File: config.mk
export PLATFORM = sky130hd
export DESIGN_NAME = exact_rational_notional
export DESIGN_NICKNAME = d
export VERILOG_FILES = /design/src/rtl/core/ern_pkg.sv /design/src/rtl/core/ern_div.sv /design/src/rtl/core/ern_datapath.sv /design/src/rtl/core/ern_ctrl.sv /design/src/rtl/core/exact_rational_notional.sv
export SDC_FILE = /design/constraint.sdc
export NUM_CORES = 2
export LEC_CHECK = 0
export BUFFER_PORTS_ARGS = -buffer_cell sky130_fd_sc_hd__buf_2
export CORE_UTILIZATION = 45
export CTS_CLUSTER_SIZE = 10
export DETAILED_ROUTE_END_ITERATION = 16
export HOLD_SLACK_MARGIN = 0.15
export PLACE_DENSITY_LB_ADDON = 0.2
export SYNTH_ARGS = -nofsm -noshare
export SYNTH_HDL_FRONTEND = slang
export SYNTH_SLANG_ARGS = --single-unit
File: constraint.sdc
create_clock -name clock -period 38 [get_ports clock]
set_clock_uncertainty 0.15 [all_clocks]
set_input_delay 5.7 -clock clock [delete_from_list [all_inputs] [get_ports clock]]
set_output_delay 5.7 -clock clock [all_outputs]
set_load 0.03 [all_outputs]
File: src/rtl/core/ern_pkg.sv
// ----------------------------------------------------------------------------
// ern_pkg: shared types and constants for the exact rational notional block
// Trade and result words, status codes, register indexes and controller
// states.
// ----------------------------------------------------------------------------
package ern_pkg;

   localparam int VALUE_WIDTH = 64;
   localparam int CSR_ADDR_WIDTH = 6;
   localparam int CSR_COUNT = 6;

   localparam logic [63:0] UMAX = 64'hFFFF_FFFF_FFFF_FFFF >> (64 - VALUE_WIDTH);
   localparam logic [63:0] SMAX = UMAX >> 1;

   typedef enum logic [2:0] {
      ST_OK        = 3'd0,
      ST_BAD_INC   = 3'd1,
      ST_NEG_PRICE = 3'd2,
      ST_INEXACT   = 3'd3,
      ST_UOVF      = 3'd4,
      ST_SOVF      = 3'd5
   } status_type;

   typedef enum logic [2:0] {
      REG_TICK_NUM = 3'd0,
      REG_TICK_DEN = 3'd1,
      REG_LOT_NUM  = 3'd2,
      REG_LOT_DEN  = 3'd3,
      REG_ATOM_NUM = 3'd4,
      REG_ATOM_DEN = 3'd5
   } reg_index_type;

   typedef struct packed {
      logic        side;
      logic [63:0] price;
      logic [63:0] quantity;
   } req_type;

   typedef struct packed {
      logic [2:0]  status;
      logic [62:0] notional;
      logic [63:0] cash_effect;
   } rsp_type;

   typedef enum logic [3:0] {
      S_IDLE,
      S_LOAD,
      S_GCD,        // Euclid: a <= b, b <= a mod b
      S_MOD,        // waiting on divider
      S_DIV_NUM,    // num / g
      S_DIV_DEN,    // den / g
      S_CHECK,
      S_MUL,        // checked multiply step
      S_MUL_WAIT,
      S_MUL_RUN,    // waiting on shift-add multiplier
      S_DONE
   } state_type;

   // controller to datapath
   typedef struct packed {
      logic       load;
      logic       gcd_init;     // a <= nums[i], b <= dens[j]
      logic       div_start;
      logic [1:0] div_sel;      // 0 a mod b, 1 num/g, 2 den/g, 3 umax/mag
      logic       gcd_step;
      logic       num_write;
      logic       den_write;
      logic       mul_init;
      logic       mul_step;     // start mag * nums[i] on the shift-add unit
      logic [2:0] num_idx;
      logic [1:0] den_idx;
   } cmd_type;

   localparam logic [1:0] DSEL_MOD = 2'd0;
   localparam logic [1:0] DSEL_NUM = 2'd1;
   localparam logic [1:0] DSEL_DEN = 2'd2;
   localparam logic [1:0] DSEL_LIM = 2'd3;

   // datapath to controller
   typedef struct packed {
      logic div_done;
      logic mul_done;
      logic b_zero;
      logic g_zero;
      logic bad_inc;
      logic neg_price;
      logic dens_one;
      logic mag_zero;
      logic mul_ovf;
   } sts_type;

endpackage

File: src/rtl/core/ern_div.sv
// ----------------------------------------------------------------------------
// ern_div: 64-bit restoring divider
// One quotient bit per cycle; done pulses once the last bit is in.
// ----------------------------------------------------------------------------
module ern_div
   import ern_pkg::*;
(
   input  logic        clock,
   input  logic        reset,
   input  logic        start,
   input  logic [63:0] dividend,
   input  logic [63:0] divisor,
   output logic        done,
   output logic [63:0] quotient,
   output logic [63:0] remainder
);

   logic [63:0] q_ff, q_in, r_ff, r_in, d_ff, d_in;
   logic [6:0]  cnt_ff, cnt_in;
   logic        busy_ff, busy_in, done_ff, done_in;
   logic [64:0] trial;

   always_comb begin
      q_in = q_ff; r_in = r_ff; d_in = d_ff;
      cnt_in = cnt_ff; busy_in = busy_ff; done_in = 1'b0;
      trial = {r_ff, q_ff[63]} - {1'b0, d_ff};
      if (start) begin
         q_in = dividend; r_in = '0; d_in = divisor;
         cnt_in = 7'd0; busy_in = 1'b1;
      end else if (busy_ff) begin
         if (!trial[64]) begin
            r_in = trial[63:0];
            q_in = {q_ff[62:0], 1'b1};
         end else begin
            r_in = {r_ff[62:0], q_ff[63]};
            q_in = {q_ff[62:0], 1'b0};
         end
         cnt_in = cnt_ff + 7'd1;
         if (cnt_ff == 7'd63) begin
            busy_in = 1'b0;
            done_in = 1'b1;
         end
      end
   end

   always_ff @(posedge clock) begin
      if (reset) begin
         busy_ff <= 1'b0;
         done_ff <= 1'b0;
         cnt_ff  <= '0;
      end else begin
         busy_ff <= busy_in;
         done_ff <= done_in;
         cnt_ff  <= cnt_in;
      end
      q_ff <= q_in;
      r_ff <= r_in;
      d_ff <= d_in;
   end

   assign done = done_ff;
   assign quotient = q_ff;
   assign remainder = r_ff;

endmodule

File: src/rtl/core/ern_datapath.sv
// ----------------------------------------------------------------------------
// ern_datapath: operand registers, gcd registers and shared divider
// Holds the five numerators, three denominators and the running product.
// The product runs on a one-bit-per-cycle shift-add multiplier.
// ----------------------------------------------------------------------------
module ern_datapath
   import ern_pkg::*;
(
   input  logic        clock,
   input  logic        reset,
   input  cmd_type     cmd,
   input  req_type     req,
   input  logic [63:0] tick_num,
   input  logic [63:0] tick_den,
   input  logic [63:0] lot_num,
   input  logic [63:0] lot_den,
   input  logic [63:0] atom_num,
   input  logic [63:0] atom_den,
   output sts_type     sts,
   output logic [63:0] mag
);

   logic [63:0] nums_ff [5];
   logic [63:0] dens_ff [3];
   logic [63:0] a_ff, b_ff, mag_ff;
   logic        bad_ff, neg_ff;
   logic [63:0] dvd, dvs, quo, rem, cur_num;
   logic        div_done;
   logic [63:0] prod_ff, prod_in, mcand_ff, mplr_ff;
   logic [5:0]  mcnt_ff;
   logic        mrun_ff, mdone_ff;

   assign cur_num = nums_ff[cmd.num_idx];

   always_comb begin
      case (cmd.div_sel)
         DSEL_MOD: begin dvd = a_ff;            dvs = b_ff; end
         DSEL_NUM: begin dvd = cur_num;         dvs = a_ff; end
         DSEL_DEN: begin dvd = dens_ff[cmd.den_idx]; dvs = a_ff; end
         default:  begin dvd = UMAX;            dvs = mag_ff; end
      endcase
   end

   ern_div u_div (
      .clock(clock), .reset(reset), .start(cmd.div_start),
      .dividend(dvd), .divisor(dvs),
      .done(div_done), .quotient(quo), .remainder(rem)
   );

   // add the shifted multiplicand for each set multiplier bit
   assign prod_in = mplr_ff[0] ? (prod_ff + mcand_ff) : prod_ff;

   always_ff @(posedge clock) begin
      if (reset) begin
         mrun_ff  <= 1'b0;
         mdone_ff <= 1'b0;
         mcnt_ff  <= '0;
      end else begin
         mdone_ff <= mrun_ff && (mcnt_ff == 6'd63);
         if (cmd.mul_step) begin
            mrun_ff <= 1'b1;
            mcnt_ff <= '0;
         end else if (mrun_ff) begin
            mcnt_ff <= mcnt_ff + 6'd1;
            if (mcnt_ff == 6'd63) mrun_ff <= 1'b0;
         end
      end
   end

   always_ff @(posedge clock) begin
      if (cmd.load) begin
         nums_ff[0] <= req.price;
         nums_ff[1] <= req.quantity;
         nums_ff[2] <= tick_num;
         nums_ff[3] <= lot_num;
         nums_ff[4] <= atom_den;
         dens_ff[0] <= tick_den;
         dens_ff[1] <= lot_den;
         dens_ff[2] <= atom_num;
         bad_ff <= (tick_num == '0) || (tick_den == '0) || (lot_num == '0) ||
                   (lot_den == '0) || (atom_num == '0) || (atom_den == '0);
         neg_ff <= req.price[63];
      end
      if (cmd.gcd_init) begin
         a_ff <= cur_num;
         b_ff <= dens_ff[cmd.den_idx];
      end else if (cmd.gcd_step) begin
         a_ff <= b_ff;
         b_ff <= rem;
      end
      if (cmd.num_write) nums_ff[cmd.num_idx] <= quo;
      if (cmd.den_write) dens_ff[cmd.den_idx] <= quo;
      if (cmd.mul_step) begin
         prod_ff  <= '0;
         mcand_ff <= mag_ff;
         mplr_ff  <= cur_num;
      end else if (mrun_ff) begin
         prod_ff  <= prod_in;
         mcand_ff <= {mcand_ff[62:0], 1'b0};
         mplr_ff  <= {1'b0, mplr_ff[63:1]};
      end
      if (cmd.mul_init) mag_ff <= 64'd1;
      else if (mrun_ff && (mcnt_ff == 6'd63)) mag_ff <= prod_in;
   end

   always_comb begin
      sts.div_done  = div_done;
      sts.mul_done  = mdone_ff;
      sts.b_zero    = (b_ff == '0);
      sts.g_zero    = (a_ff == '0);
      sts.bad_inc   = bad_ff;
      sts.neg_price = neg_ff;
      sts.dens_one  = (dens_ff[0] == 64'd1) && (dens_ff[1] == 64'd1) &&
                      (dens_ff[2] == 64'd1);
      sts.mag_zero  = (mag_ff == '0);
      sts.mul_ovf   = (cur_num > quo);
   end

   assign mag = mag_ff;

endmodule

File: src/rtl/core/ern_ctrl.sv
// ----------------------------------------------------------------------------
// ern_ctrl: sequencer for the gcd reductions and checked product
// Walks each denominator across the five numerators, then multiplies if every denominator reduced to one.
// ----------------------------------------------------------------------------
module ern_ctrl
   import ern_pkg::*;
(
   input  logic        clock,
   input  logic        reset,
   input  logic        start,
   input  logic        side,
   input  sts_type     sts,
   input  logic [63:0] mag,
   output cmd_type     cmd,
   output logic        busy,
   output logic        rsp_valid,
   output rsp_type     rsp
);

   state_type   state_ff, state_in;
   logic [2:0]  i_ff, i_in;
   logic [1:0]  j_ff, j_in;
   logic        side_ff, side_in;
   logic        out_ff, out_in;
   status_type  st_ff, st_in;
   logic [62:0] not_ff, not_in;
   logic [63:0] cash_ff, cash_in;

   task automatic finish(input status_type s, input logic [63:0] m, input logic sell);
      begin
         out_in  = 1'b1;
         st_in   = s;
         not_in  = m[62:0];
         cash_in = sell ? m : (64'd0 - m);
         state_in = S_IDLE;
      end
   endtask

   always_comb begin
      state_in = state_ff; i_in = i_ff; j_in = j_ff; side_in = side_ff;
      out_in = 1'b0; st_in = st_ff; not_in = not_ff; cash_in = cash_ff;
      cmd = '0;
      cmd.num_idx = i_ff;
      cmd.den_idx = j_ff;
      unique case (state_ff)
         S_IDLE: if (start) begin
            cmd.load = 1'b1;
            side_in = side;
            state_in = S_LOAD;
         end
         S_LOAD: begin
            i_in = 3'd0; j_in = 2'd0;
            if (sts.bad_inc) finish(ST_BAD_INC, 64'd0, side_ff);
            else if (sts.neg_price) finish(ST_NEG_PRICE, 64'd0, side_ff);
            else begin
               cmd.num_idx = 3'd0; cmd.den_idx = 2'd0;
               cmd.gcd_init = 1'b1;
               state_in = S_GCD;
            end
         end
         S_GCD: begin
            if (sts.b_zero) begin
               if (sts.g_zero) state_in = S_DIV_DEN; // gcd 0: skip, advance
               else begin
                  cmd.div_start = 1'b1; cmd.div_sel = DSEL_NUM;
                  state_in = S_DIV_NUM;
               end
               if (sts.g_zero) state_in = S_CHECK; // reused as advance
               if (sts.g_zero) i_in = i_ff;
            end else begin
               cmd.div_start = 1'b1; cmd.div_sel = DSEL_MOD;
               state_in = S_MOD;
            end
         end
         S_MOD: begin
            cmd.div_sel = DSEL_MOD;
            if (sts.div_done) begin
               cmd.gcd_step = 1'b1;
               state_in = S_GCD;
            end
         end
         S_DIV_NUM: begin
            cmd.div_sel = DSEL_NUM;
            if (sts.div_done) begin
               cmd.num_write = 1'b1;
               cmd.div_start = 1'b1; cmd.div_sel = DSEL_DEN;
               state_in = S_DIV_DEN;
            end
         end
         S_DIV_DEN: begin
            cmd.div_sel = DSEL_DEN;
            if (sts.div_done) begin
               cmd.den_write = 1'b1;
               state_in = S_CHECK;
            end
         end
         S_CHECK: begin
            // advance to next (den, num) pair or to the product
            if (i_ff != 3'd4) begin
               i_in = i_ff + 3'd1;
               cmd.num_idx = i_in; cmd.gcd_init = 1'b1;
               state_in = S_GCD;
            end else if (j_ff != 2'd2) begin
               i_in = 3'd0; j_in = j_ff + 2'd1;
               cmd.num_idx = 3'd0; cmd.den_idx = j_in; cmd.gcd_init = 1'b1;
               state_in = S_GCD;
            end else begin
               state_in = S_DONE;
            end
         end
         S_DONE: begin
            if (!sts.dens_one) finish(ST_INEXACT, 64'd0, side_ff);
            else begin
               cmd.mul_init = 1'b1;
               i_in = 3'd0;
               state_in = S_MUL;
            end
         end
         S_MUL: begin
            // a zero product stays zero: skip the limit check and multiply
            if (sts.mag_zero) begin
               if (i_ff == 3'd4) begin
                  state_in = S_LOAD; // result next
                  j_in = 2'd3;
               end else begin
                  i_in = i_ff + 3'd1;
                  state_in = S_MUL;
               end
            end else begin
               cmd.div_start = 1'b1; cmd.div_sel = DSEL_LIM;
               state_in = S_MUL_WAIT;
            end
         end
         S_MUL_WAIT: begin
            cmd.div_sel = DSEL_LIM;
            if (sts.div_done) begin
               if (sts.mul_ovf) finish(ST_UOVF, 64'd0, side_ff);
               else begin
                  cmd.mul_step = 1'b1;
                  state_in = S_MUL_RUN;
               end
            end
         end
         S_MUL_RUN: begin
            if (sts.mul_done) begin
               if (i_ff == 3'd4) begin
                  state_in = S_LOAD; // result next
                  j_in = 2'd3;
               end else begin
                  i_in = i_ff + 3'd1;
                  state_in = S_MUL;
               end
            end
         end
         default: state_in = S_IDLE;
      endcase
      // after the last product step, reuse S_LOAD with j == 3 as final check
      if (state_ff == S_LOAD && j_ff == 2'd3) begin
         cmd.gcd_init = 1'b0;
         out_in = 1'b0;
         if (mag > SMAX) finish(ST_SOVF, 64'd0, side_ff);
         else finish(ST_OK, mag, side_ff);
         i_in = 3'd0; j_in = 2'd0;
      end
   end

   always_ff @(posedge clock) begin
      if (reset) begin
         state_ff <= S_IDLE;
         out_ff   <= 1'b0;
         i_ff     <= '0;
         j_ff     <= '0;
      end else begin
         state_ff <= state_in;
         out_ff   <= out_in;
         i_ff     <= i_in;
         j_ff     <= j_in;
      end
      side_ff <= side_in;
      st_ff   <= st_in;
      not_ff  <= not_in;
      cash_ff <= cash_in;
   end

   assign busy = (state_ff != S_IDLE) || out_ff;
   assign rsp_valid = out_ff;
   assign rsp = '{status: st_ff, notional: not_ff, cash_effect: cash_ff};

endmodule

File: src/rtl/core/exact_rational_notional.sv
// ----------------------------------------------------------------------------
// exact_rational_notional: exact trade notional in quote atoms
// Cancels common factors by gcd, then forms a checked product.
//
//   channel  ports                          handshake
//   trade    req_start/req_busy/req_data    start while not busy
//   result   rsp_valid/rsp_data             one-cycle strobe
//   config   csr_p*                         APB write, pready high
//
// An item ends early when an error is found at entry. Each gcd remainder and
// each division runs on one shared one-bit-per-cycle 64-bit divider, and
// each of the five product steps with a nonzero product takes a limit
// division plus a shift-add multiply. Worst case is fifteen gcds of about
// 93 remainder passes each.
// Reset is synchronous and sets all six registers to 1. The result cannot
// be stalled; busy stays high through the strobe cycle.
// ----------------------------------------------------------------------------
module exact_rational_notional
   import ern_pkg::*;
(
   input  logic                      clock,
   input  logic                      reset,
   input  logic                      req_start,
   output logic                      req_busy,
   input  req_type                   req_data,
   output logic                      rsp_valid,
   output rsp_type                   rsp_data,
   input  logic                      csr_psel,
   input  logic                      csr_penable,
   input  logic                      csr_pwrite,
   input  logic [CSR_ADDR_WIDTH-1:0] csr_paddr,
   input  logic [63:0]               csr_pwdata,
   output logic [63:0]               csr_prdata,
   output logic                      csr_pready
);

   logic [63:0] regs_ff [CSR_COUNT];
   logic        wr;
   logic [2:0]  idx;
   cmd_type     cmd;
   sts_type     sts;
   logic [63:0] mag;

   assign idx = csr_paddr[5:3];
   assign wr = csr_psel && csr_penable && csr_pwrite;
   assign csr_pready = 1'b1;

   always_ff @(posedge clock) begin
      if (reset) begin
         for (int k = 0; k < CSR_COUNT; k++) regs_ff[k] <= 64'd1;
      end else if (wr && csr_paddr[2:0] == 3'd0 && idx < 3'(CSR_COUNT)) begin
         regs_ff[idx] <= csr_pwdata;
      end
   end

   always_comb begin
      csr_prdata = '0;
      if (csr_paddr[2:0] == 3'd0 && idx < 3'(CSR_COUNT)) csr_prdata = regs_ff[idx];
   end

   ern_datapath u_dp (
      .clock(clock), .reset(reset), .cmd(cmd), .req(req_data),
      .tick_num(regs_ff[REG_TICK_NUM]), .tick_den(regs_ff[REG_TICK_DEN]),
      .lot_num(regs_ff[REG_LOT_NUM]),   .lot_den(regs_ff[REG_LOT_DEN]),
      .atom_num(regs_ff[REG_ATOM_NUM]), .atom_den(regs_ff[REG_ATOM_DEN]),
      .sts(sts), .mag(mag)
   );

   ern_ctrl u_ctrl (
      .clock(clock), .reset(reset),
      .start(req_start && !req_busy), .side(req_data.side),
      .sts(sts), .mag(mag), .cmd(cmd), .busy(req_busy),
      .rsp_valid(rsp_valid), .rsp(rsp_data)
   );

endmodule

After elaboration in Yosys (flattened, before gate mapping)
Memories as Yosys holds them, arrays and structs flattened.
Index checks and enable logic that the tools add are counted.
Operators by class
  add/sub/neg operators: 7
  magnitude comparators: 3
  bitwise operators: 1
  muxes and demuxes: 134
  reductions and logical operators: 49
  eq/ne operators: 36
Operators with widths (count)
  $mux 64: 24
  $logic_not 64->1: 9
  $mux 63: 7
  $pmux 64 s3: 2
  $eq 64x1->1 const B: 3
  $reduce_or 64->1: 3
  $pmux 63 s3: 1
  $pmux 64 s2: 1
  $mux 3: 22
  $sub 65x64->65: 1
  $add 64x64->64: 1
  $gt 64x63->1 const B: 1
  $gt 64x64->1: 1
  $sub 1x64->64 const A: 1
  $mux 1: 44
  $mux 4: 11
  $pmux 4 s11: 1
  $mux 2: 10
  $eq 4x3->1 const B: 4
  $ne 2x2->1 const B: 8
  $mux 5: 3
  $pmux 3 s5: 1
  $reduce_and 5->1: 3
  $eq 4x4->1 const B: 3
  37 further kinds: 65
Word-level totals
  flip-flop bits (word level): 736
  output and inout bits: 197
  input port bits: 205
  logic and storage cells: 258
  RAM bits: 896
  memories kept: 3
Memories
  regs_ff: depth 6, bits a word 64, read ports 7, clocked after Yosys merged registers in 0, wr ports 6, RTL line exact_rational_notional.sv:37  | logic [63:0] regs_ff [CSR_COUNT];
  u_dp.nums_ff: depth 5, bits a word 64, read ports 1, clocked after Yosys merged registers in 0, wr ports 5, RTL line ern_datapath.sv:23  | logic [63:0] nums_ff [5];
  u_dp.dens_ff: depth 3, bits a word 64, read ports 4, clocked after Yosys merged registers in 0, wr ports 3, RTL line ern_datapath.sv:24  | logic [63:0] dens_ff [3];

Logic depth before layout (Yosys ltp)
An unclocked memory read counts as a cell.
  word-level depth: 10
  depth in mapped cells: 28
  mapped depth without buffers: 24

Hierarchy
A second synthesis with hierarchy kept.
Unflattened totals
  cells, all modules: 8724
  area, all modules: 102161.7 sq um
Modules (own cells, without submodules)
  ern_datapath: area each 59818.6 sq um, times used 1, cells an instance 5106, seq. area each 33532.2 sq um
  exact_rational_notional: area each 22602.9 sq um, times used 1, cells an instance 1618, seq. area each 15374.7 sq um
  ern_div: area each 11985.2 sq um, times used 1, cells an instance 1243, seq. area each 5305.1 sq um
  ern_ctrl: area each 7754.9 sq um, times used 1, cells an instance 757, seq. area each 4103.9 sq um

Worst setup path before layout
No wires, ideal clock.
  kind: reg2reg
  start: register u_ctrl.state_ff[0]
  end: register u_ctrl.out_ff (netlist: u_ctrl.rsp_valid)
  required time: 37.732 ns
  data arrival time: 17.571 ns
  slack: 20.161 ns
  clock period less this slack: 17.839 ns
  stages on the path, launching flop included: 26
  library setup time: 0.118 ns
  path buffers: 3
  cell sequence: dfxtp_1 -> clkbuf_1 -> nor2_1 -> nand3_1 -> nor2_1 -> nand2_1 -> nand2_1 -> nand2_1 -> o21ai_1 -> buf_2 -> buf_4 -> mux4_2 -> mux2i_1 -> inv_1 -> ha_1 -> nand4_1 -> nor2_1 -> nand2_1 -> nor4_1 -> o211ai_1 -> o211ai_1 -> a211o_1 -> and2_1 -> a21oi_1 -> nor4_1 -> o211a_1
On the way
  cells in the longest elaborated chain, start to end: 8
  elaborated cells on any way between the ends: 12
  those cells by class: order compare (1); eq/ne (4); mux (5); reduce/logical (1); memory (1)
RTL lines
  start, declared: RTL line ern_ctrl.sv:20  | state_type state_ff, state_in;
  start signal, assigned: RTL line ern_ctrl.sv:174  | state_ff <= state_in;
  $eq 4x3->1 / $eq 4x1->1 (equally long branches): RTL line ern_ctrl.sv:45, ern_ctrl.sv:158
  $pmux 5 s2: RTL line ern_ctrl.sv:45  | unique case (state_ff)
  $mem_v2 5x64
  $gt 64x64->1: RTL line ern_datapath.sv:116  | sts.mul_ovf = (cur_num > quo);
  $mux 1: RTL line ern_ctrl.sv:137  | if (sts.mul_ovf) finish(ST_UOVF, 64'd0, side_ff);
  $mux 1: RTL line ern_ctrl.sv:136  | if (sts.div_done) begin
  $pmux 1 s3: RTL line ern_ctrl.sv:45
  $mux 1 (*): RTL line ern_ctrl.sv:158  | if (state_ff == S_LOAD && j_ff == 2'd3) begin
  end signal, assigned: RTL line ern_ctrl.sv:175  | out_ff <= out_in;
  end, declared: RTL line ern_ctrl.sv:24  | logic out_ff, out_in;
Every way passes the cells marked *; elsewhere a longest branch is shown, timed or not.
A chain may end at the register's enable or synchronous reset.

Final worst setup path
  start: input port csr_paddr[4]
  end: output port csr_prdata[52]
On the way
  cells in the longest elaborated chain, start to end: 3
  elaborated cells on any way between the ends: 4
  those cells by class: order compare (1); mux (1); reduce/logical (1); memory (1)
RTL lines
  start, declared: RTL line exact_rational_notional.sv:31  | input logic [CSR_ADDR_WIDTH-1:0] csr_paddr,
  $lt 3x3->1: RTL line exact_rational_notional.sv:58  | if (csr_paddr[2:0] == 3'd0 && idx < 3'(CSR_COUNT)) csr_prdata = regs_ff[idx];
  $logic_and 1x1->1: RTL line exact_rational_notional.sv:58
  $mux 64 (*): RTL line exact_rational_notional.sv:58
  end, declared: RTL line exact_rational_notional.sv:33  | output logic [63:0] csr_prdata,
Marked as above.

==> impl_metrics.toml <==
[global_route]
grt-ovfl-total = 0
grtUsageTotal = 0.323
antenna_found_initial = 29
grt_start_max_net_pins = 111
grt_pass1_wl_um = 519000
grt_pass1_vias = 70600

[yosys]
synth_edf_count = 1796
avgSynthCellArea_um2 = 11.8
synthTopCellsByArea = "edfxtp_1, mux4_2, dfxtp_1"
ys_async_sr_fraction = 0
synthFlopType = "edfxtp_1"
ys_seq_area_frac = 0.584
synth_warnings = 0
synth_area_leader_cell = "edfxtp_1"
syn_inst = 8495
synth_top_cell_area_share = 0.540
synth_cell_types = 88
syn_area_mm2 = 0.0998
ys_ff_latch = 2015

[sta]
slew_viol_final = 0
finalCriticalPeriod_ns = 14.94
fin_crit_sh = 0.393
setup_tns_ns = 0
setup-violations-final = 0
rsz0062_at_grt = "no"
fmax_mhz = 67.0
slew_headroom = 0.172
hold_viol = 0
tightest_slew_ns = 1.23

[clocking]
cts_buffer_depth = 3
clk_pin_slew_worst_paths_ns = 0.06
cts_setup_buffers = 0
cts_resized = 0
cts-htree-levels = 4
clock_sinks = 2015
clk_latency_ns = 0.92
root_buffer = "clkbuf_16"
cts_buffers = 228
cts_tree = "yes"
cts_hold_buf = 0

[setup_path]
crit_slowest_cell = "buf_4"
crit_type = "input pin to output port"
cpPeakStageDelay_ns = 0.83
cp_cell_sequence = "clkbuf_8 > buf_4 > buf_4 > mux4_2 > mux2i_1 > nor2_1 > buf_2"
cp_max_fo = 51
cpMostUsedCell = "buf_4"
cp-end-kind = "output port"
start_kind = "input pin"
crit_required_ns = 32.15
cp.arrival_ns = 9.09

[job]
cap_violations = 0

[placed_design]
gp_congestion = 0.999
hpwl_um = 268000
port_buffers = 400

[finish]
fillers = 19300
nNetsFinal = 9277
drive_above_1_share = 0.173
final_cell_mix = "edfxtp_1, nand2_1, nor2_1"
syn_to_final_growth_pct = 12.2
largestRegisters = "regs_ff: 512 flops, u_dp.nums_ff: 512 flops, u_dp.dens_ff: 256 flops"
final_common_cell = "edfxtp_1"

[routing]
num_vias = 74600
wl_um = 369000
wire_per_inst_um = 30.9
first_pass_iters = 6
vias_per_cell = 6.25
drc = 0
drt_iter0_markers = 10300
ant_nets = 0

[floorplan]
io_pins = 402
die_x_um = 473
num_rows = 172
initial_core_util = 0.453
die_h_um = 473
core_mm2 = 0.220
dieArea_mm2 = 0.224

[power]
p_leak_nw = 40.7
power_w = 0.00579
power.density_mw_per_mm2 = 51.7
ir_worst_vdd_uv = 45.4

[min_path]
hold_path_class = "flip-flop to flip-flop"

[status]
status = "completed"
-- layout make-up --
class,instances,area [um^2],area share
inverters,385,1450,0.0129
repair buffers,544,3110,0.0278
multi-input cells,5693,38900,0.347
clock inverters,29,404,0.00361
well taps,2958,3700,0.0330
clock buffers,321,6120,0.0547
diodes,3,7.51,0.0000670
flip-flops and latches,2015,58300,0.521
-- power by group --
part / switching, W / internal, W / total, W
logic: 0.000668 / 0.000356 / 0.00102
registers: 0.000168 / 0.00259 / 0.00275
clock network: 0.000900 / 0.00111 / 0.00201
-- cells in the mapped netlist, types with 29 or more instances --
library cell,instances
xor2_1,60
a211oi_1,99
nand2b_1,29
buf_1,51
nand4_1,100
nor3_1,84
a22oi_1,52
xnor2_1,116
edfxtp_1,1796
a311oi_1,46
and2_1,126
ha_1,203
o21ai_0,503
mux2_2,387
nor4_1,237
nand2_1,1076
clkbuf_1,413
a21o_1,109
a21oi_1,469
mux4_2,256
a221oi_1,85
nand3_1,127
mux2i_1,168
nor2_1,886
inv_1,366
buf_2,55
dfxtp_1,219
a31oi_1,88
-- cells by family after synthesis --
group,count (synthesis),share of synthesized area
buffers and inverters,914,0.0355
DFF,2015,0.584
and+or+nand+nor,2778,0.124
AOI/OAI and AO/OA,1594,0.0968
muxes,811,0.118
adders and majority gates,205,0.0258
other,2,0.0000752
xor gates and xnor gates,176,0.0154
-- worst paths after layout --
path | startpoint | slack (ns) | cells after the start | endpoint
setup / recovery | csr_paddr[4] | 23.06 | 7 | csr_prdata[52]
hold / removal | u_dp.prod_ff[0] | 0.33 | 2 | u_dp.prod_ff[0]
setup reg to reg | u_ctrl.state_ff[3] | 26.85 | 26 | u_dp.prod_ff[59]
hold reg to reg | u_dp.prod_ff[0] | 0.33 | 2 | u_dp.prod_ff[0]
-- stage by stage --
| stage | worst slack (ns) | hold WS (ns) | instances | utilization | instance area [um^2] |
|---|---|---|---|---|---|
| floorplan | 20.16 | 0.294 | 8622 | - | 100000 |
| global placement | 23.05 | 0.307 | 11600 | 0.479 | 105000 |
| detailed placement | 22.98 | 0.318 | 11600 | 0.479 | 105000 |
| CTS | 22.98 | 0.328 | 11900 | 0.509 | 112000 |
| global route | 22.71 | 0.352 | 11900 | 0.509 | 112000 |
| finish | 23.06 | 0.327 | 11900 | 0.509 | 112000 |
-- worst max-delay path: cells and delay by family --
family | cells | cell delay (ns)
buffers and inverters | 4 | 2.23
multiplexers | 2 | 0.96
AND/OR/NAND/NOR | 1 | 0.07
-- per-layer routing --
metal  vias to the layer above  GRT usage  part of all wire
met4                         6      0.145             0.050
met5                         -          0           0.00011
met3                       606     0.0665              0.11
met1                     37400      0.464              0.41
met2                      4534      0.471              0.43
li1                      32100          -                 -
Power figures use the tool's default switching activity.
